===== config.mk =====
export PLATFORM = sky130hd
export DESIGN_NAME = vigenere_key_recover_decrypt_unit
export DESIGN_NICKNAME = d
export VERILOG_FILES = /design/src/sv/vkr_pkg.sv /design/src/sv/vkr_ctrl.sv /design/src/sv/vkr_key_store.sv /design/src/sv/vkr_out_stage.sv /design/src/sv/vigenere_key_recover_decrypt_unit.sv
export SDC_FILE = /design/constraint.sdc
export NUM_CORES = 1
export LEC_CHECK = 0
export BUFFER_PORTS_ARGS = -buffer_cell sky130_fd_sc_hd__buf_2
export CORE_ASPECT_RATIO = 1.2
export CORE_MARGIN = 2
export CORE_UTILIZATION = 40
export CTS_BUF_LIST = sky130_fd_sc_hd__clkbuf_4 sky130_fd_sc_hd__clkbuf_8
export CTS_CLUSTER_DIAMETER = 150
export DETAILED_ROUTE_END_ITERATION = 6
export HOLD_SLACK_MARGIN = 0.1
export PLACE_DENSITY = 0.63
export SLEW_MARGIN = 20
export SYNTH_ARGS = -nofsm -noshare
export SYNTH_HDL_FRONTEND = slang
export SYNTH_HIERARCHICAL = 1
export SYNTH_SLANG_ARGS = --single-unit

===== constraint.sdc =====
create_clock -name i_clk -period 8 [get_ports i_clk]
set_clock_uncertainty 0.15 [all_clocks]
set_input_delay 1.6 -clock i_clk [delete_from_list [all_inputs] [get_ports i_clk]]
set_output_delay 1.6 -clock i_clk [all_outputs]
set_load 0.03 [all_outputs]

===== src/sv/vkr_pkg.sv =====
// Package for the Vigenere key recovery and decryption unit.
// Holds widths, character constants, the key store request type, letter and length helpers.
// No dependencies.
package vkr_pkg;

    localparam int CHAR_W  = 8;
    localparam int DIGIT_W = 5;
    localparam int CFG_W   = 7;
    localparam int KEY_MAX = 64;
    localparam int KEY_AW  = (KEY_MAX > 1) ? $clog2(KEY_MAX) : 1;
    localparam int LEN_W   = KEY_AW + 1;

    localparam logic [DIGIT_W-1:0] ALPHA   = DIGIT_W'(26);
    localparam logic [CHAR_W-1:0]  UPPER_A = 8'h41;
    localparam logic [CHAR_W-1:0]  UPPER_Z = 8'h5A;
    localparam logic [CHAR_W-1:0]  LOWER_A = 8'h61;
    localparam logic [CHAR_W-1:0]  LOWER_Z = 8'h7A;

    typedef struct packed {
        logic               we;
        logic [KEY_AW-1:0]  waddr;
        logic [DIGIT_W-1:0] wdata;
        logic               re;
        logic [KEY_AW-1:0]  raddr;
    } t_key_req;

    function automatic logic is_upper(input logic [CHAR_W-1:0] c);
        return (c >= UPPER_A) && (c <= UPPER_Z);
    endfunction

    function automatic logic is_lower(input logic [CHAR_W-1:0] c);
        return (c >= LOWER_A) && (c <= LOWER_Z);
    endfunction

    function automatic logic is_letter(input logic [CHAR_W-1:0] c);
        return is_upper(c) || is_lower(c);
    endfunction

    // Alphabet position of a letter; the caller makes sure c is a letter.
    function automatic logic [DIGIT_W-1:0] letter_pos(input logic [CHAR_W-1:0] c);
        logic [CHAR_W-1:0] d;
        d = is_upper(c) ? (c - UPPER_A) : (c - LOWER_A);
        return d[DIGIT_W-1:0];
    endfunction

    // Key length clamped to the range 1 to KEY_MAX.
    function automatic logic [LEN_W-1:0] eff_len(input logic [CFG_W-1:0] v);
        logic [LEN_W-1:0] n;
        if (v == '0) begin
            n = LEN_W'(1);
        end else if (int'(v) > KEY_MAX) begin
            n = LEN_W'(KEY_MAX);
        end else begin
            n = LEN_W'(v);
        end
        return n;
    endfunction

endpackage


===== src/sv/vkr_ctrl.sv =====
// Key length register, learn counter and key index of the Vigenere unit.
// Makes key writes for new digits and reads for decrypt letters. Depends on vkr_pkg.
module vkr_ctrl (
    input  logic                        i_clk,
    input  logic                        i_rst_n,
    input  logic                        i_cfg_we,
    input  logic [vkr_pkg::CFG_W-1:0]   i_cfg_data,
    input  logic                        i_accept,
    input  logic                        i_mode,
    input  logic                        i_line_start,
    input  logic [vkr_pkg::CHAR_W-1:0]  i_char_a,
    input  logic [vkr_pkg::CHAR_W-1:0]  i_char_b,
    output vkr_pkg::t_key_req           o_req
);
    import vkr_pkg::*;

    logic [CFG_W-1:0]   r_key_length;
    logic [LEN_W-1:0]   r_learn_count, n_learn_count;
    logic [KEY_AW-1:0]  r_key_index, n_key_index;

    logic [LEN_W-1:0]   len;
    logic [LEN_W-1:0]   lc;
    logic [KEY_AW-1:0]  ki;
    logic [KEY_AW-1:0]  ridx;
    logic [LEN_W-1:0]   nidx_w;
    logic [KEY_AW-1:0]  nidx;
    logic [DIGIT_W-1:0] pa, pb, digit;
    logic               learn_wr;
    logic               dec_letter;

    always_comb begin
        len = eff_len(r_key_length);
        lc  = i_line_start ? '0 : r_learn_count;
        ki  = i_line_start ? '0 : r_key_index;
        pa  = letter_pos(i_char_a);
        pb  = letter_pos(i_char_b);
        // The difference wraps modulo 32, which is exact since the true digit is 0 to 25.
        digit = (pb >= pa) ? (pb - pa) : (pb + ALPHA - pa);

        learn_wr   = i_accept && !i_mode && is_letter(i_char_a) && is_letter(i_char_b)
                     && (lc < len);
        dec_letter = i_accept && i_mode && is_letter(i_char_a);

        // A stale index left over from a longer key wraps to the start.
        ridx   = ({1'b0, ki} >= len) ? '0 : ki;
        nidx_w = {1'b0, ridx} + LEN_W'(1);
        nidx   = (nidx_w >= len) ? '0 : nidx_w[KEY_AW-1:0];

        n_learn_count = r_learn_count;
        n_key_index   = r_key_index;
        if (i_accept && !i_mode) begin
            n_learn_count = learn_wr ? (lc + LEN_W'(1)) : lc;
        end
        if (i_accept && i_mode) begin
            n_key_index = dec_letter ? nidx : ki;
        end

        o_req.we    = learn_wr;
        o_req.waddr = lc[KEY_AW-1:0];
        o_req.wdata = digit;
        o_req.re    = dec_letter;
        o_req.raddr = ridx;
    end

    always_ff @(posedge i_clk) begin
        if (!i_rst_n) begin
            r_key_length  <= CFG_W'(1);
            r_learn_count <= '0;
            r_key_index   <= '0;
        end else begin
            if (i_cfg_we) begin
                r_key_length <= i_cfg_data;
            end
            r_learn_count <= n_learn_count;
            r_key_index   <= n_key_index;
        end
    end

endmodule


===== src/sv/vkr_key_store.sv =====
// Key digit memory of the Vigenere unit: one write port, one registered read port.
// Depends on vkr_pkg.
module vkr_key_store (
    input  logic                        i_clk,
    input  vkr_pkg::t_key_req           i_req,
    output logic [vkr_pkg::DIGIT_W-1:0] o_rd_data
);
    import vkr_pkg::*;

    logic [DIGIT_W-1:0] r_mem [KEY_MAX];
    logic [DIGIT_W-1:0] r_rd_data;

    always_ff @(posedge i_clk) begin
        if (i_req.we) begin
            r_mem[i_req.waddr] <= i_req.wdata;
        end
        if (i_req.re) begin
            r_rd_data <= r_mem[i_req.raddr];
        end
    end

    assign o_rd_data = r_rd_data;

endmodule


===== src/sv/vkr_out_stage.sv =====
// Letter shift and output register of the Vigenere unit.
// Shifts a letter back by its key digit, keeps case, and holds the result until taken.
// Depends on vkr_pkg.
module vkr_out_stage (
    input  logic                        i_clk,
    input  logic                        i_rst_n,
    input  logic                        i_valid,
    input  logic                        i_letter,
    input  logic [vkr_pkg::CHAR_W-1:0]  i_char,
    input  logic [vkr_pkg::DIGIT_W-1:0] i_digit,
    input  logic                        i_stall,
    output logic                        o_free,
    output logic                        o_valid,
    output logic [vkr_pkg::CHAR_W-1:0]  o_char
);
    import vkr_pkg::*;

    logic               r_valid;
    logic [CHAR_W-1:0]  r_char;
    logic [DIGIT_W-1:0] k, pa, p;
    logic [CHAR_W-1:0]  base;
    logic [CHAR_W-1:0]  res;

    always_comb begin
        k    = (i_digit >= ALPHA) ? (i_digit - ALPHA) : i_digit;
        pa   = letter_pos(i_char);
        p    = (pa >= k) ? (pa - k) : (pa + ALPHA - k);
        base = is_upper(i_char) ? UPPER_A : LOWER_A;
        res  = i_letter ? (base + CHAR_W'(p)) : i_char;
    end

    assign o_free = !r_valid || !i_stall;

    always_ff @(posedge i_clk) begin
        if (!i_rst_n) begin
            r_valid <= 1'b0;
        end else if (o_free) begin
            r_valid <= i_valid;
        end
    end

    always_ff @(posedge i_clk) begin
        if (o_free && i_valid) begin
            r_char <= res;
        end
    end

    assign o_valid = r_valid;
    assign o_char  = r_char;

endmodule


===== src/sv/vigenere_key_recover_decrypt_unit.sv =====
// Top level of the Vigenere key recovery and decryption unit.
// Ties the control, the key store and the output stage together. Depends on vkr_pkg.
//
// The unit takes one item per clock cycle unless its input is stalled. A decrypt
// result is registered in the middle stage and then in the output register before
// it is offered. A learn item (mode 0) whose plain and cipher
// bytes are both letters writes the key digit (cipher - plain) mod 26 into the key
// store at the learn count, until the effective key length is reached; it never
// yields a result. A decrypt item (mode 1) yields exactly one result: a letter is
// shifted back by the current key digit with its case kept and the key index
// advances, wrapping at the effective key length; any other byte passes unchanged.
// The effective key length is key_length clamped to 1..64. line_start clears the
// learn count or the key index before the item is used. All state updates and the
// key store access happen at the input transfer, so an item may follow the one
// before it in the very next cycle. Items keep flowing at one per cycle as long as
// results are taken; while the output is stalled, one result waits in the output
// register and one more decrypt item in the middle stage, and only when both are
// full does the input stall, in the same cycle as the output stall. Key digits that
// were never learned read back as undefined. key_length may be written only while
// the unit is idle.
module vigenere_key_recover_decrypt_unit (
    input  logic                        i_clk,
    input  logic                        i_rst_n,
    input  logic                        i_cfg_we,
    input  logic [vkr_pkg::CFG_W-1:0]   i_cfg_data,
    input  logic                        i_in_valid,
    output logic                        o_in_stall,
    input  logic                        i_mode,
    input  logic                        i_line_start,
    input  logic [vkr_pkg::CHAR_W-1:0]  i_char_a,
    input  logic [vkr_pkg::CHAR_W-1:0]  i_char_b,
    output logic                        o_out_valid,
    input  logic                        i_out_stall,
    output logic [vkr_pkg::CHAR_W-1:0]  o_out_char
);
    import vkr_pkg::*;

    t_key_req           key_req;
    logic [DIGIT_W-1:0] key_digit;
    logic               accept;
    logic               out_free;

    // Middle stage: a decrypt item waiting for its key digit to reach the shifter.
    // Learn items finish at their input transfer and never occupy this stage.
    logic               r_s1_valid;
    logic               r_s1_letter;
    logic [CHAR_W-1:0]  r_s1_char;

    // The input stalls only when the middle stage is full and cannot move on,
    // which happens only while a finished result waits at the output.
    assign o_in_stall = r_s1_valid && !out_free;
    assign accept     = i_in_valid && !o_in_stall;

    always_ff @(posedge i_clk) begin
        if (!i_rst_n) begin
            r_s1_valid <= 1'b0;
        end else if (accept) begin
            r_s1_valid <= i_mode;
        end else if (out_free) begin
            r_s1_valid <= 1'b0;
        end
    end

    always_ff @(posedge i_clk) begin
        if (accept && i_mode) begin
            r_s1_letter <= is_letter(i_char_a);
            r_s1_char   <= i_char_a;
        end
    end

    vkr_ctrl u_ctrl (
        .i_clk        (i_clk),
        .i_rst_n      (i_rst_n),
        .i_cfg_we     (i_cfg_we),
        .i_cfg_data   (i_cfg_data),
        .i_accept     (accept),
        .i_mode       (i_mode),
        .i_line_start (i_line_start),
        .i_char_a     (i_char_a),
        .i_char_b     (i_char_b),
        .o_req        (key_req)
    );

    // The key digit is read at the input transfer and registered inside the store,
    // so it lines up with the middle stage and holds while that stage waits.
    vkr_key_store u_key_store (
        .i_clk     (i_clk),
        .i_req     (key_req),
        .o_rd_data (key_digit)
    );

    vkr_out_stage u_out_stage (
        .i_clk    (i_clk),
        .i_rst_n  (i_rst_n),
        .i_valid  (r_s1_valid),
        .i_letter (r_s1_letter),
        .i_char   (r_s1_char),
        .i_digit  (key_digit),
        .i_stall  (i_out_stall),
        .o_free   (out_free),
        .o_valid  (o_out_valid),
        .o_char   (o_out_char)
    );

endmodule


======== Yosys cells after proc, flatten, opt, wreduce, memory -nomap -nowiden ========
Memories as Yosys holds them, arrays and structs flattened. A register that Yosys moved wholly into a read port is not among the register bits.
Cells that the tools add are included.
storage, ports and cells
  RAM bits ................................ 320
  output and inout port bits .............. 10
  input port bits ......................... 30
  memories ................................ 1
  logic and storage cells ................. 86
  register bits after elaboration ......... 39
cells by class
  muxes and demuxes ....................... 20
  add/sub/neg operators ................... 16
  reductions and logical operators ........ 24
  magnitude comparators ................... 17
memories
  name               words  width  read ports  clocked after Yosys merged registers in  wr ports  line                 text
  u_key_store.r_mem  64     5      1           1                                        1         vkr_key_store.sv:10  logic [DIGIT_W-1:0] r_mem [KEY_MAX];
operators by type and width
  cell                                                            number
  >= comparator 8 x 7 -> 1 bit, second input constant             5
  less-or-equal comparator 8 x 7 -> 1 bit, second input constant  5
  2-to-1 mux 5 bit                                                6
  2-to-1 mux 6 bit                                                5
  subtractor 5 x 1 -> 5 bit, second input constant                6
  2-to-1 mux 7 bit                                                4
  subtractor 5 bit                                                4
  logical AND 1 bit                                               14
  adder 5 bit, second input constant                              2
  >= comparator 5 bit                                             2
  adder 8 x 5 -> 8 bit                                            1
  2-to-1 mux 8 bit                                                1
  adder 6 x 1 -> 7 bit, second input constant                     1
  adder 7 x 1 -> 7 bit, second input constant                     1
  >= comparator 6 x 7 -> 1 bit                                    1
  >= comparator 7 bit                                             1
  greater-than comparator 7 bit, second input constant            1
  logical NOT 7 bit                                               1
  < comparator 7 bit                                              1
  >= comparator 5 bit, second input constant                      1
  logical NOT 1 bit                                               5
  subtractor 5 bit, second input constant                         1
  2-to-1 mux 1 bit                                                4
  logical OR 1 bit                                                3
  nonzero test 2 bit                                              1

======== Longest topological paths before layout ========
  word-level depth ........................ 12
  gate-level depth with buffers ........... 20
  gate-level depth less buffers ........... 19

======== Hierarchy ========
The synthesis kept the hierarchy.
by module, submodules not included
  module                             sequential area each (um2)  instances  cells an instance  area an instance (um2)
  vkr_key_store                      9759.4                      1          610                12818.5
  vkr_ctrl                           400.4                       1          276                2280.9
  vkr_out_stage                      260.2                       1          145                1273.7
  vigenere_key_recover_decrypt_unit  290.3                       1          21                 351.6

======== Worst setup path after synthesis ========
OpenSTA, ideal clock, no wires.
  kind .................................... in2reg
  start ................................... input i_char_a[0] (netlist bit)
  end ..................................... memory u_key_store.r_mem[0][3], data pin
  path slack .............................. 2.342 ns
  arrival ................................. 4.944 ns
  required time ........................... 7.286 ns
  cell stages on the path ................. 9
  path through ............................ inv_1 ha_1 xnor2_1 ha_1 inv_1 o21bai_1 a21o_1 a21oi_1 mux2i_1
RTL lines
  element          line                                     text
  start, declared  vigenere_key_recover_decrypt_unit.sv:30  input logic [vkr_pkg::CHAR_W-1:0] i_char_a,
  end, declared    vkr_key_store.sv:10

==> metrics.yaml <==
syn_nets: 1138
vias: 9403
path_buf_inv: 1
synthSimpleGateAreaFrac: 0.0810
ys_types: 87
crit_family: "compound AO/OA/AOI/OAI gates"
hold_slack_ps: 342
p_per_area_nw_per_um2: 235
grt_max_degree: 82
routed.top_layer: "met4"
period_needed_ps: 5520
drv_cap: 0
initial_utilization: 0.402
nets: 1200
synth_top_flop_cell: "edfxtp_1"
critPathSlowestCell: "a21o_1"
ys_ff_latch: 364
gp_congestion: 0.843
grt_usage: 0.172
relSlewSlack: 0.269
synth_mux_area_frac: 0.135
finalHoldViolCount: 0
wl_met3_mm: 2.18
via_per_inst: 5.51
arrival_ps: 5920
synthXorXnorAreaFrac: 0.0136
cts_htree_levels: 2
ant_nets: 0
wl_mm: 36.7
drc: 0
fp-row-count: 82
setup_viol: 0
ios: 40
grt_overflow: 0
ys_warn_count: 6
p_sw_frac: 0.251
ctsHoldBuffers: 0
syn-cell-area_um2: 16700
synth_top_family_by_area: "multiplexers"
wl_met2_mm: 18.3
cts_sinks: 364
synthCells: 1052
grt_pass1_wl_mm: 56.8
wl_met1_mm: 14.8
power_frac_comb: 0.120
clock-root-buffer: "clkbuf_8"
cts_resized: 0
crit_required_ps: 8400
setup_ws_ps: 2480
dr.pass1.iters: 5
clk_latency_ps: 610
status: "finished, final reports clean"
async_reset_ff_frac: 0
regArea_um2: 10700
routedWlPerCell_um: 21.5
detailed_place_hpwl_mm: 23.8
min_period_over_period: 0.690
io_buffers: 39
power.leakage_nw: 6.23
power.share.sequential: 0.527
die_area_um2: 43500
coreArea_um2: 41600
max_stage_delay_ps: 320
multi_input_area_um2: 5630
fillCellCount: 3566
crit_chain: "buf_2 -> nand2b_1 -> ha_1 -> nand2b_1 -> a21o_1 -> a21o_1 -> a21o_1 -> nor2_4 -> ha_1 -> nand3_1 -> xor2_1 -> nor3_1 -> ha_1 -> and3_1 -> a221oi_1 -> o211a_2 -> nor4b_1 -> o221a_2"
die_w_um: 191
drt_iter0_markers: 752
fmax_mhz: 181
worst_slew_pin_slew_ps: 1090
seq_area_frac_synth: 0.640
power_frac_clock: 0.353
synth-edff-count: 342
areaGrowthSynthToFinish_pct: 11.2
synth_commonest_cells: "edfxtp_1, nor2_1, mux4_2, ha_1, nand2_1"
numCtsBuffers: 55
yosysMostFrequentCell: "edfxtp_1"
first_global_vias: 9835
cp_max_fo: 19
path_class: "in2reg"
yosys-top-cells-area: "edfxtp_1, mux4_2, ha_1"
slew_violations: 0
die_h_um: 228
synth_top_cell_by_area: "edfxtp_1"
synth_area_per_cell_um2: 15.9
dp_slack_ps: 1860
drive_above_1_share: 0.216
start_kind: "input pin"
rsz0062_at_grt: "no"
synth_fa_ha_area_frac: 0.0441
crit_path_end_kind: "flop"
p_sw_mw: 1.10
ir_drop_v: 0.000128
worst_hold_path_type: "reg2reg"
cts_buffer_depth: 3
cts_tree: "done"
clk_pin_slew_ps: 60
antenna_found_initial: 0
p_int_mw: 3.27
cts_setup_buffers: 0
tns_ps: 0
synth_compound_area_frac: 0.0581
synth_top_area_frac: 0.614
-- power by group through the flow --
stage / Clock (mW) / Sequential, mW / Combinational (mW)
4_1_cts: 1.59 / 2.30 / 0.537
3_3_place_gp: 0 / 2.34 / 0.515
5_1_grt: 1.66 / 2.30 / 0.577
3_5_place_dp: 0 / 2.34 / 0.535
6_report: 1.54 / 2.30 / 0.522
2_1_floorplan: 0 / 2.36 / 0.316
-- placed cells by master (no fill, tap or decap), types with 9 or more instances in the layout --
master | Yosys | routed
a21o_1 | 10 | 10
o22ai_1 | 15 | 15
nor2b_1 | 21 | 20
mux2_2 | 15 | 15
xnor2_1 | 13 | 12
mux4_1 | 14 | 14
ha_1 | 51 | 51
a31oi_1 | 9 | 9
dfxtp_1 | 22 | 22
a21oi_1 | 25 | 24
buf_2 | 6 | 39
inv_1 | 42 | 41
o21ai_0 | 22 | 22
nand2_1 | 43 | 43
buf_4 | 6 | 12
clkbuf_4 | 1 | 17
mux4_2 | 66 | 66
nor3_1 | 9 | 9
clkbuf_8 | 1 | 55
edfxtp_1 | 342 | 342
nand2b_1 | 17 | 17
clkinv_1 | 0 | 17
nand3_1 | 18 | 18
mux2i_1 | 24 | 22
xor2_1 | 13 | 13
nor2_1 | 91 | 89
-- worst register-to-register path: cells and delay by family (launching register included) --
family	cells	cell delay, ps
XOR/XNOR	1	180
AND/OR/NAND/NOR	8	1740
flip-flops	1	330
adder cells (fa/ha/maj)	3	800
AO/OA/AOI/OAI	7	1690
-- cells by family after synthesis --
kind of cell	after synthesis
and+or+nand+nor	262
adders and majority gates	56
muxes	119
xor gates and xnor gates	26
DFF	364
AOI/OAI and AO/OA	136
buffers and inverters	89
-- routing by layer --
layer  GRT usage  vias to the layer above
met3      0.0266                       92
met5           0                        -
met4      0.0710                        0
li1            -                     4274
met2       0.294                      327
met1       0.216                     4710
-- per-stage QoR --
stage | total power, mW | cell area, µm² | util | cells
final | 4.36 | 18600 | 0.448 | 1707
after global routing | 4.54 | 18600 | 0.448 | 1706
after CTS | 4.43 | 18600 | 0.448 | 1706
after detailed placement | 2.88 | 17500 | 0.421 | 1603
after global placement | 2.85 | 17500 | 0.421 | 1603
after floorplan | 2.67 | 16700 | - | 1052
-- sequential cells by signal, indices dropped and copies added, names as in the netlist --
| register | count |
|---|---|
| r_s1_char | 8 |
| r_s1_letter | 1 |
| r_s1_valid | 1 |
| u_ctrl/r_key_index | 6 |
| u_ctrl/r_key_length | 7 |
| u_ctrl/r_learn_count | 7 |
| u_key_store/o_rd_data | 5 |
| u_key_store/r_mem | 320 |
| u_out_stage/o_char | 8 |
| u_out_stage/o_valid | 1 |
-- layout make-up --
class	count	area share
Antenna cell	1	0.000135
Clock buffer	72	0.0476
Clock inverter	31	0.0123
Inverter	42	0.00854
Multi-Input combinational cell	599	0.303
Sequential cell	364	0.576
Tap cell	546	0.0367
Timing Repair Buffer	52	0.0164
-- final timing paths --
path                                         from                              endpoint  slack (ps)  cells after the start
max                                  i_line_start    u_ctrl/r_key_index[4]$_SDFFE_PN0P_        2480                     18
min          u_ctrl/r_learn_count[3]$_SDFFE_PN0P_  u_ctrl/r_learn_count[3]$_SDFFE_PN0P_         340                      2
max reg2reg   u_ctrl/r_key_length[1]$_SDFFE_PN0P_    u_ctrl/r_key_index[4]$_SDFFE_PN0P_        3080                     19
min reg2reg  u_ctrl/r_learn_count[3]$_SDFFE_PN0P_  u_ctrl/r_learn_count[3]$_SDFFE_PN0P_         340                      2
(Power assumes the default switching activity.)
